==> src/rtl/multi_button_debouncer_unit_assert.svh <==
// Assertion macros shared by the debouncer RTL.
// Depends on nothing; files that check their logic include this header.
`ifndef MULTI_BUTTON_DEBOUNCER_UNIT_ASSERT_SVH
`define MULTI_BUTTON_DEBOUNCER_UNIT_ASSERT_SVH
`ifndef SYNTH
`define MBD_ASSERT_NOW(label, clk, rst, pre, post) \
   label: assert property (@(posedge clk) disable iff (rst) (pre) |-> (post)) \
      else $error("assertion failed");
`define MBD_ASSERT_NEXT(label, clk, rst, pre, post) \
   label: assert property (@(posedge clk) disable iff (rst) (pre) |=> (post)) \
      else $error("assertion failed");
`else
`define MBD_ASSERT_NOW(label, clk, rst, pre, post)
`define MBD_ASSERT_NEXT(label, clk, rst, pre, post)
`endif
`endif

==> src/rtl/mbd_pkg.sv <==
// Shared constants, codes and types of the button debouncer.
// Depends on nothing; used by every module of the block.
`default_nettype none
package mbd_pkg;
   localparam int BUTTONS      = 4;
   localparam int RAW_BITS     = 4;
   localparam int ID_W         = 3;
   localparam int CNT_W        = 8;
   localparam int TOTAL_W      = 32;
   localparam int ANSWER_W     = 32;
   localparam logic [CNT_W-1:0] CONFIRM_RESET = 8'd5;

   typedef enum logic [1:0] {
      MODE_POLL  = 2'd0,
      MODE_TAKE  = 2'd1,
      MODE_HELD  = 2'd2,
      MODE_COUNT = 2'd3
   } mode_type;

   typedef struct packed {
      logic poll_en;
      logic take_en;
   } lane_ctrl_type;

   typedef struct packed {
      logic               deb_next;
      logic               deb;
      logic               flag;
      logic [TOTAL_W-1:0] total;
   } lane_stat_type;
endpackage
`default_nettype wire

==> src/rtl/mbd_lane.sv <==
// One button lane: stability counter, debounced state, press flag and total.
// Depends on mbd_pkg and the assertion macro header.
`default_nettype none
`include "multi_button_debouncer_unit_assert.svh"
module mbd_lane (
   input  wire logic                          clock,
   input  wire logic                          reset,
   input  wire mbd_pkg::lane_ctrl_type        ctrl,
   input  wire logic                          pressed,
   input  wire logic [mbd_pkg::CNT_W-1:0]     confirm,
   output mbd_pkg::lane_stat_type             stat
);
   logic [mbd_pkg::CNT_W-1:0]   cnt_ff, cnt_in, cnt_upd;
   logic                        last_ff, last_in;
   logic                        deb_ff, deb_in, deb_upd;
   logic                        flag_ff, flag_in;
   logic [mbd_pkg::TOTAL_W-1:0] total_ff, total_in;
   logic                        rise;

   // Poll update, computed whether or not a poll is present.
   always_comb begin
      if (pressed == last_ff) begin
         cnt_upd = (cnt_ff < confirm) ? cnt_ff + 8'd1 : cnt_ff;
      end else begin
         cnt_upd = '0;
      end
      rise    = 1'b0;
      deb_upd = deb_ff;
      if (cnt_upd >= confirm) begin
         rise    = pressed && !deb_ff;
         deb_upd = pressed;
      end
   end

   always_comb begin
      cnt_in   = cnt_ff;
      last_in  = last_ff;
      deb_in   = deb_ff;
      flag_in  = flag_ff;
      total_in = total_ff;
      if (ctrl.poll_en) begin
         cnt_in  = cnt_upd;
         last_in = pressed;
         deb_in  = deb_upd;
         if (rise) begin
            flag_in  = 1'b1;
            total_in = total_ff + 32'd1;
         end
      end else if (ctrl.take_en) begin
         flag_in = 1'b0;
      end
   end

   always_ff @(posedge clock) begin
      if (reset) begin
         cnt_ff   <= '0;
         last_ff  <= 1'b0;
         deb_ff   <= 1'b0;
         flag_ff  <= 1'b0;
         total_ff <= '0;
      end else begin
         cnt_ff   <= cnt_in;
         last_ff  <= last_in;
         deb_ff   <= deb_in;
         flag_ff  <= flag_in;
         total_ff <= total_in;
      end
   end

   always_comb begin
      stat.deb_next = deb_upd;
      stat.deb      = deb_ff;
      stat.flag     = flag_ff;
      stat.total    = total_ff;
   end

   `MBD_ASSERT_NEXT(a_total_only_on_poll, clock, reset, !ctrl.poll_en, $stable(total_ff))
   `MBD_ASSERT_NEXT(a_rise_sets_flag, clock, reset, ctrl.poll_en && rise, flag_ff && deb_ff)
   `MBD_ASSERT_NEXT(a_change_clears_cnt, clock, reset, ctrl.poll_en && (pressed != last_ff), cnt_ff == '0)
endmodule
`default_nettype wire

==> src/rtl/mbd_merge.sv <==
// Merge stage: builds the answer from all lanes and holds it in the output register.
// Depends on mbd_pkg.
`default_nettype none
module mbd_merge (
   input  wire logic                          clock,
   input  wire logic                          reset,
   input  wire logic                          accept,
   input  wire mbd_pkg::mode_type             mode,
   input  wire logic [mbd_pkg::ID_W-1:0]      button_id,
   input  wire mbd_pkg::lane_stat_type        stat [mbd_pkg::BUTTONS],
   input  wire logic                          rsp_tready,
   output logic                               rsp_tvalid,
   output logic [mbd_pkg::ANSWER_W-1:0]       rsp_tdata,
   output logic                               rsp_tuser
);
   logic                           valid_ff, valid_in;
   logic [mbd_pkg::ANSWER_W-1:0]   answer_ff, answer_in, bitmap;
   logic                           in_range_ff, in_range_in, id_ok;
   mbd_pkg::lane_stat_type         sel;

   always_comb begin
      bitmap = '0;
      sel    = '0;
      for (int i = 0; i < mbd_pkg::BUTTONS; i++) begin
         bitmap[i] = stat[i].deb_next;
         if (32'(button_id) == 32'(i)) begin
            sel = stat[i];
         end
      end
      id_ok = 32'(button_id) < 32'(mbd_pkg::BUTTONS);
   end

   always_comb begin
      answer_in   = '0;
      in_range_in = id_ok;
      unique case (mode)
         mbd_pkg::MODE_POLL: begin
            answer_in   = bitmap;
            in_range_in = 1'b1;
         end
         mbd_pkg::MODE_TAKE:  answer_in = {31'd0, sel.flag};
         mbd_pkg::MODE_HELD:  answer_in = {31'd0, sel.deb};
         mbd_pkg::MODE_COUNT: answer_in = sel.total;
         default:             answer_in = '0;
      endcase
   end

   always_comb begin
      valid_in = valid_ff;
      if (accept) begin
         valid_in = 1'b1;
      end else if (rsp_tready) begin
         valid_in = 1'b0;
      end
   end

   always_ff @(posedge clock) begin
      if (reset) begin
         valid_ff <= 1'b0;
      end else begin
         valid_ff <= valid_in;
      end
   end

   always_ff @(posedge clock) begin
      if (accept) begin
         answer_ff   <= answer_in;
         in_range_ff <= in_range_in;
      end
   end

   assign rsp_tvalid = valid_ff;
   assign rsp_tdata  = answer_ff;
   assign rsp_tuser  = in_range_ff;
endmodule
`default_nettype wire

==> src/rtl/multi_button_debouncer_unit.sv <==
// Top level of the button debouncer: input decode, lanes and merge stage.
// Depends on mbd_pkg, mbd_lane and mbd_merge.
//
//   channel  | direction | handshake          | payload
//   req_     | in        | tvalid / tready    | tuser = mode, tdata = raw levels, button id
//   rsp_     | out       | tvalid / tready    | tdata = answer, tuser = id in range
//   csr_     | in        | wr_en, no wait     | wr_data = confirm poll count
//
// One transfer per cycle is sustained while rsp_tready stays high, set by the
// single output register behind the lane array.
// A result appears in the cycle after its request transfer.
// req_tready falls only while the output register is full and rsp_tready is low.
// Synchronous reset clears all lane state and sets the confirm count to 5.
`default_nettype none
module multi_button_debouncer_unit (
   input  wire logic                              clock,
   input  wire logic                              reset,
   input  wire logic                              req_tvalid,
   output logic                                   req_tready,
   input  wire logic [7:0]                        req_tdata,  // [3:0] raw_levels, [6:4] button_id
   input  wire logic [1:0]                        req_tuser,  // [1:0] mode
   output logic                                   rsp_tvalid,
   input  wire logic                              rsp_tready,
   output logic [mbd_pkg::ANSWER_W-1:0]           rsp_tdata,  // [31:0] answer
   output logic                                   rsp_tuser,  // [0] id_in_range
   input  wire logic                              csr_wr_en,
   input  wire logic [mbd_pkg::CNT_W-1:0]         csr_wr_data
);
   logic [mbd_pkg::CNT_W-1:0]      confirm_ff, confirm_in;
   logic                           accept;
   mbd_pkg::mode_type              mode;
   logic [mbd_pkg::RAW_BITS-1:0]   raw_levels;
   logic [mbd_pkg::ID_W-1:0]       button_id;
   mbd_pkg::lane_stat_type         stat [mbd_pkg::BUTTONS];

   // Take a new request whenever the output register is free or draining.
   assign req_tready = !rsp_tvalid || rsp_tready;
   assign accept     = req_tvalid && req_tready;

   assign mode       = mbd_pkg::mode_type'(req_tuser);
   assign raw_levels = req_tdata[3:0];
   assign button_id  = req_tdata[6:4];

   // Hold the confirm count; software must write it only while the block is idle (not enforced).
   assign confirm_in = csr_wr_en ? csr_wr_data : confirm_ff;

   always_ff @(posedge clock) begin
      if (reset) begin
         confirm_ff <= mbd_pkg::CONFIRM_RESET;
      end else begin
         confirm_ff <= confirm_in;
      end
   end

   // One lane per button; buttons past the pin field read as released.
   for (genvar g = 0; g < mbd_pkg::BUTTONS; g++) begin : g_lane
      mbd_pkg::lane_ctrl_type ctrl;
      logic                   pressed;

      if (g < mbd_pkg::RAW_BITS) begin : g_pin
         assign pressed = !raw_levels[g];
      end else begin : g_nopin
         assign pressed = 1'b0;
      end

      // Advance on a poll; drop the press flag on a take for this button.
      always_comb begin
         ctrl.poll_en = accept && (mode == mbd_pkg::MODE_POLL);
         ctrl.take_en = accept && (mode == mbd_pkg::MODE_TAKE)
                        && (32'(button_id) == 32'(g));
      end

      mbd_lane u_lane (
         .clock   (clock),
         .reset   (reset),
         .ctrl    (ctrl),
         .pressed (pressed),
         .confirm (confirm_ff),
         .stat    (stat[g])
      );
   end

   // Combine lane state into the answer and register it for transfer.
   mbd_merge u_merge (
      .clock      (clock),
      .reset      (reset),
      .accept     (accept),
      .mode       (mode),
      .button_id  (button_id),
      .stat       (stat),
      .rsp_tready (rsp_tready),
      .rsp_tvalid (rsp_tvalid),
      .rsp_tdata  (rsp_tdata),
      .rsp_tuser  (rsp_tuser)
   );
endmodule
`default_nettype wire

==> config.mk <==
export PLATFORM = sky130hd
export DESIGN_NAME = multi_button_debouncer_unit
export DESIGN_NICKNAME = d
export VERILOG_FILES = /design/src/rtl/mbd_pkg.sv /design/src/rtl/mbd_lane.sv /design/src/rtl/mbd_merge.sv /design/src/rtl/multi_button_debouncer_unit.sv
export VERILOG_INCLUDE_DIRS = /design/src /design/src/rtl
export SDC_FILE = /design/constraint.sdc
export NUM_CORES = 1
export LEC_CHECK = 0
export BUFFER_PORTS_ARGS = -buffer_cell sky130_fd_sc_hd__buf_2
export CORE_AREA = 4 4 156 158
export CTS_BUF_LIST = sky130_fd_sc_hd__clkbuf_16
export CTS_CLUSTER_SIZE = 24
export DETAILED_ROUTE_END_ITERATION = 10
export DIE_AREA = 0 0 160 162
export PLACE_DENSITY = 0.9
export SYNTH_ARGS = -nofsm -noshare
export SYNTH_HDL_FRONTEND = slang
export SYNTH_SLANG_ARGS = --single-unit
export TNS_END_PERCENT = 1
==> constraint.sdc <==
create_clock -name clock -period 4.4 [get_ports clock]
set_input_delay 0.22 -clock clock [delete_from_list [all_inputs] [get_ports clock]]
set_output_delay 0.22 -clock clock [all_outputs]
set_load 0.02 [all_outputs]
==> impl_metrics.env <==
export IMPL_outcome="finished, final reports clean"
export IMPL_routed_top_layer="met4"
export IMPL_cts_sinks=214
export IMPL_wl_met2_um=18900
export IMPL_crit_slowest_cell="or4_4"
export IMPL_startpoint_type="flip-flop"
export IMPL_wl_met3_um=4300
export IMPL_routed_via_density=7.05
export IMPL_whs_ns=0.0199
export IMPL_async_flop_share_pct=0
export IMPL_grt_pass1_vias=12900
export IMPL_whs_endpoint="g_lane[2].u_lane.deb_ff$_SDFFE_PP0P_"
export IMPL_wl_met1_um=15900
export IMPL_synthToLayoutAreaGrowth_pct=11.6
export IMPL_syn_avg_cell_area_um2=8.38
export IMPL_ctsLongestPathBuffers=3
export IMPL_relSlewSlack_pct=26.8
export IMPL_regToRegStartpoint="confirm_ff[6]$_SDFFE_PP0P_"
export IMPL_netlist_area_um2=13900
export IMPL_grt_antenna_before_repair=0
export IMPL_grt_overflow_total=0
export IMPL_cts_tree="yes"
export IMPL_syn_nets=1744
export IMPL_vias=14100
export IMPL_routedWlPerCell_um=20.6
export IMPL_cts_setup_buffers=0
export IMPL_rows=56
export IMPL_yosysTopAreaCell="dfxtp_1"
export IMPL_skew_ns=0.0183
export IMPL_peakVddDrop_mv=0.206
export IMPL_ctsRootBufferMaster="clkbuf_16"
export IMPL_htreeDepth=1
export IMPL_tightest_slew_ns=1.10
export IMPL_postLayoutCoreUtil_pct=66.9
export IMPL_io_buffers=56
export IMPL_firstDrtPassIters=6
export IMPL_synth_area_leaders="dfxtp_1 26%, edfxtp_1 7.2%, ha_1 6.1%, a21oi_1 5.7%, nor2_1 4.1%"
export IMPL_p_leak_uw=0.00565
export IMPL_critPathKind="reg -> reg"
export IMPL_maxCapViolCount=0
export IMPL_rsz0062_at_grt="true"
export IMPL_critical_path_cell_chain="inv_1, ha_1, a21o_1, a21oi_1, o31ai_4, or4_1, a21oi_1, ha_1, nand4_1, or4_4, buf_4, a2111o_1, a21oi_1"
export IMPL_routabilityCongestion=0.932
export IMPL_cp_required_ns=4.84
export IMPL_pin_count=58
export IMPL_clock_latency_ns=0.54
export IMPL_ant_nets=0
export IMPL_max_freq_mhz=230
export IMPL_hold_violations=0
export IMPL_n_fill_cell=1724
export IMPL_synth_edf_count=33
export IMPL_die_area_um2=25900
export IMPL_endpoint_kind="flip-flop"
export IMPL_path_clk_slew_ns=0.06
export IMPL_fin_setup_tns_ns=0
export IMPL_grt_max_degree=236
export IMPL_slowest_delay_ns=0.69
export IMPL_ys_dominant_reg_cell="dfxtp_1"
export IMPL_crit_family="compound AO/OA/AOI/OAI gates"
export IMPL_ff2ff_path_depth=13
export IMPL_setup_violations=0
export IMPL_min_period_ns=4.34
export IMPL_ys_types=69
export IMPL_grt_use_total_pct=30.0
export IMPL_fp_dieW_um=160
export IMPL_diodes=0
export IMPL_ys_seq_elements=214
export IMPL_synthesis_instances=1653
export IMPL_whs_path_depth=2
export IMPL_drcViolationCount=0
export IMPL_timing_final_crit_share_pct=98.7
export IMPL_die_y_um=162
export IMPL_initial_core_util_pct=59.9
export IMPL_cpMostUsedCell="a21oi_1"
export IMPL_cts_buffers=24
export IMPL_layout_drive_gt1_share_pct=13.5
export IMPL_dp_hpwl_um=27300
export IMPL_drt_wl_total_um=41000
export IMPL_drt_initial_drc_count=2258
export IMPL_layout_nets=1776
export IMPL_path_max_fanout=17
export IMPL_synth_top_area_share_pct=26.1
export IMPL_power_density_nw_per_um2=300
export IMPL_ys_warn_count=0
export IMPL_r2r_end="g_lane[3].u_lane.total_ff[10]$_SDFFE_PP0P_"
export IMPL_yosysSeqAreaShare_pct=33.3
export IMPL_grt_first_pass_wirelength_um=65700
export IMPL_cp_num_buf_inv=2
export IMPL_slew_violations=0
export IMPL_hp_start="req_tdata[2]"
export IMPL_ff2ff_setup_slack_ns=0.06
export IMPL_arrival_ns=4.79
export IMPL_hp_class="in -> reg"
export IMPL_core_area_um2=23100
[cells by family (layout without fill, tap and decap cells)]
group	Yosys count	in the layout	synth area share [%]
AOI/OAI and AO/OA	439	439	21.0
xor gates and xnor gates	12	12	0.758
adders and majority gates	68	68	6.14
buffers and inverters	165	215	4.80
DFF	214	214	33.3
muxes	80	80	6.55
and+or+nand+nor	675	675	27.5
[placed cells by master (no fill, tap or decap), types with 27 or more instances in the layout]
| cell | n |
|---|---|
| nand2_1 | 96 |
| ha_1 | 68 |
| o22ai_1 | 32 |
| buf_4 | 53 |
| mux2_1 | 38 |
| o21ai_0 | 36 |
| nor2_1 | 149 |
| inv_1 | 56 |
| nand4_1 | 55 |
| dfxtp_1 | 181 |
| nor3_1 | 44 |
| a21oi_1 | 157 |
| nor2b_1 | 58 |
| nand3_1 | 60 |
| buf_2 | 55 |
| mux2_2 | 27 |
| or3_1 | 28 |
| edfxtp_1 | 33 |
| o211ai_1 | 31 |
| or4_1 | 61 |
[timing repair]
item | in CTS | in global routing
setup endpoints to repair | 8 | 72
gates resized for setup | 2 | 9
hold buffers | 8 | 0
pin swaps | 0 | 2
hold endpoints to repair | 8 | 0
[routing by layer]
metal	up-vias	global-route usage, %
li1	6388	-
met3	174	3.50
met1	6548	40.6
met5	-	0
met4	0	13.6
met2	944	48.6
[cells in the mapped netlist, types with 9 or more instances]
master and instances:
nor3_1 45, edfxtp_1 33, o41ai_1 20, o22ai_1 32, mux2i_1 13, clkbuf_1 80
nand2b_1 13, or3_1 28, dfxtp_1 181, nor4_1 16, and2_1 9, nand4_1 55
nand3_1 60, a21oi_1 159, o21a_1 10, nand2_1 96, o21ai_0 36, and3_1 23
o211ai_1 31, mux2_1 38, nor2b_1 58, or2_2 15, a31oi_1 26, buf_2 22
and4_1 12, o2111ai_1 24, a41o_1 18, o31ai_1 31, mux2_2 27, inv_1 52
or4_1 61, ha_1 68, nor2_1 150
[stage by stage]
stage / area [um2] / cells / total power [uW] / worst slack (ns)
after global routing: 15500 / 1993 / 4780 / -0.119
after CTS: 15400 / 1993 / 4630 / 0.00147
after detailed placement: 14500 / 1941 / 2520 / -0.0563
after global placement: 14500 / 1941 / 2500 / 0.148
after floorplan: 13900 / 1653 / 2360 / 0.426
final: 15500 / 1993 / 4640 / 0.0557
[worst register-to-register path: cells and delay by family, from the launching register on]
kind,cells,cell delay [ns]
AO/OA/AOI/OAI,6,1.45
adder cells (fa/ha/maj),2,0.50
buffers and inverters,2,0.57
flip-flops,1,0.32
AND/OR/NAND/NOR,3,1.43
[layout make-up]
cell class	count	area (um2)	area share [%]
clock buffers	24	601	3.88
clock inverters	20	228	1.47
inverters	52	195	1.26
multi-input cells	1274	8660	56.0
flip-flops and latches	214	4610	29.8
well taps	290	363	2.35
repair buffers	119	805	5.20
[worst max-delay path by stage]
stage	from	end	slack [ns]	cells past startpoint
after floorplan	confirm_ff[4]$_SDFFE_PP0P_	g_lane[3].u_lane.total_ff[8]$_SDFFE_PP0P_	0.43	15
after global placement	confirm_ff[4]$_SDFFE_PP0P_	g_lane[1].u_lane.total_ff[18]$_SDFFE_PP0P_	0.15	14
after detailed placement	confirm_ff[3]$_SDFFE_PP0P_	g_lane[2].u_lane.total_ff[9]$_SDFFE_PP0P_	-0.06	14
after CTS	confirm_ff[3]$_SDFFE_PP0P_	g_lane[2].u_lane.total_ff[9]$_SDFFE_PP0P_	0.001	14
after global routing	confirm_ff[6]$_SDFFE_PP0P_	g_lane[3].u_lane.total_ff[18]$_SDFFE_PP0P_	-0.12	12
final	confirm_ff[6]$_SDFFE_PP0P_	g_lane[3].u_lane.total_ff[10]$_SDFFE_PP0P_	0.06	13
[power breakdown]
group / internal [uW] / switching [uW]
sequential: 2010 / 14.4
clock: 1290 / 857
combinational: 150 / 323
total: 3450 / 1190
[sequential cells by signal (all words and copies together), names as in the netlist]
name,flops
g_lane.u_lane.deb_ff,4
u_merge.rsp_tuser,1
g_lane.u_lane.flag_ff,4
u_merge.rsp_tvalid,1
g_lane.u_lane.last_ff,4
g_lane.u_lane.total_ff,128
g_lane.u_lane.cnt_ff,32
u_merge.rsp_tdata,32
confirm_ff,8
No activity file was read; power rests on OpenSTA's default activity.
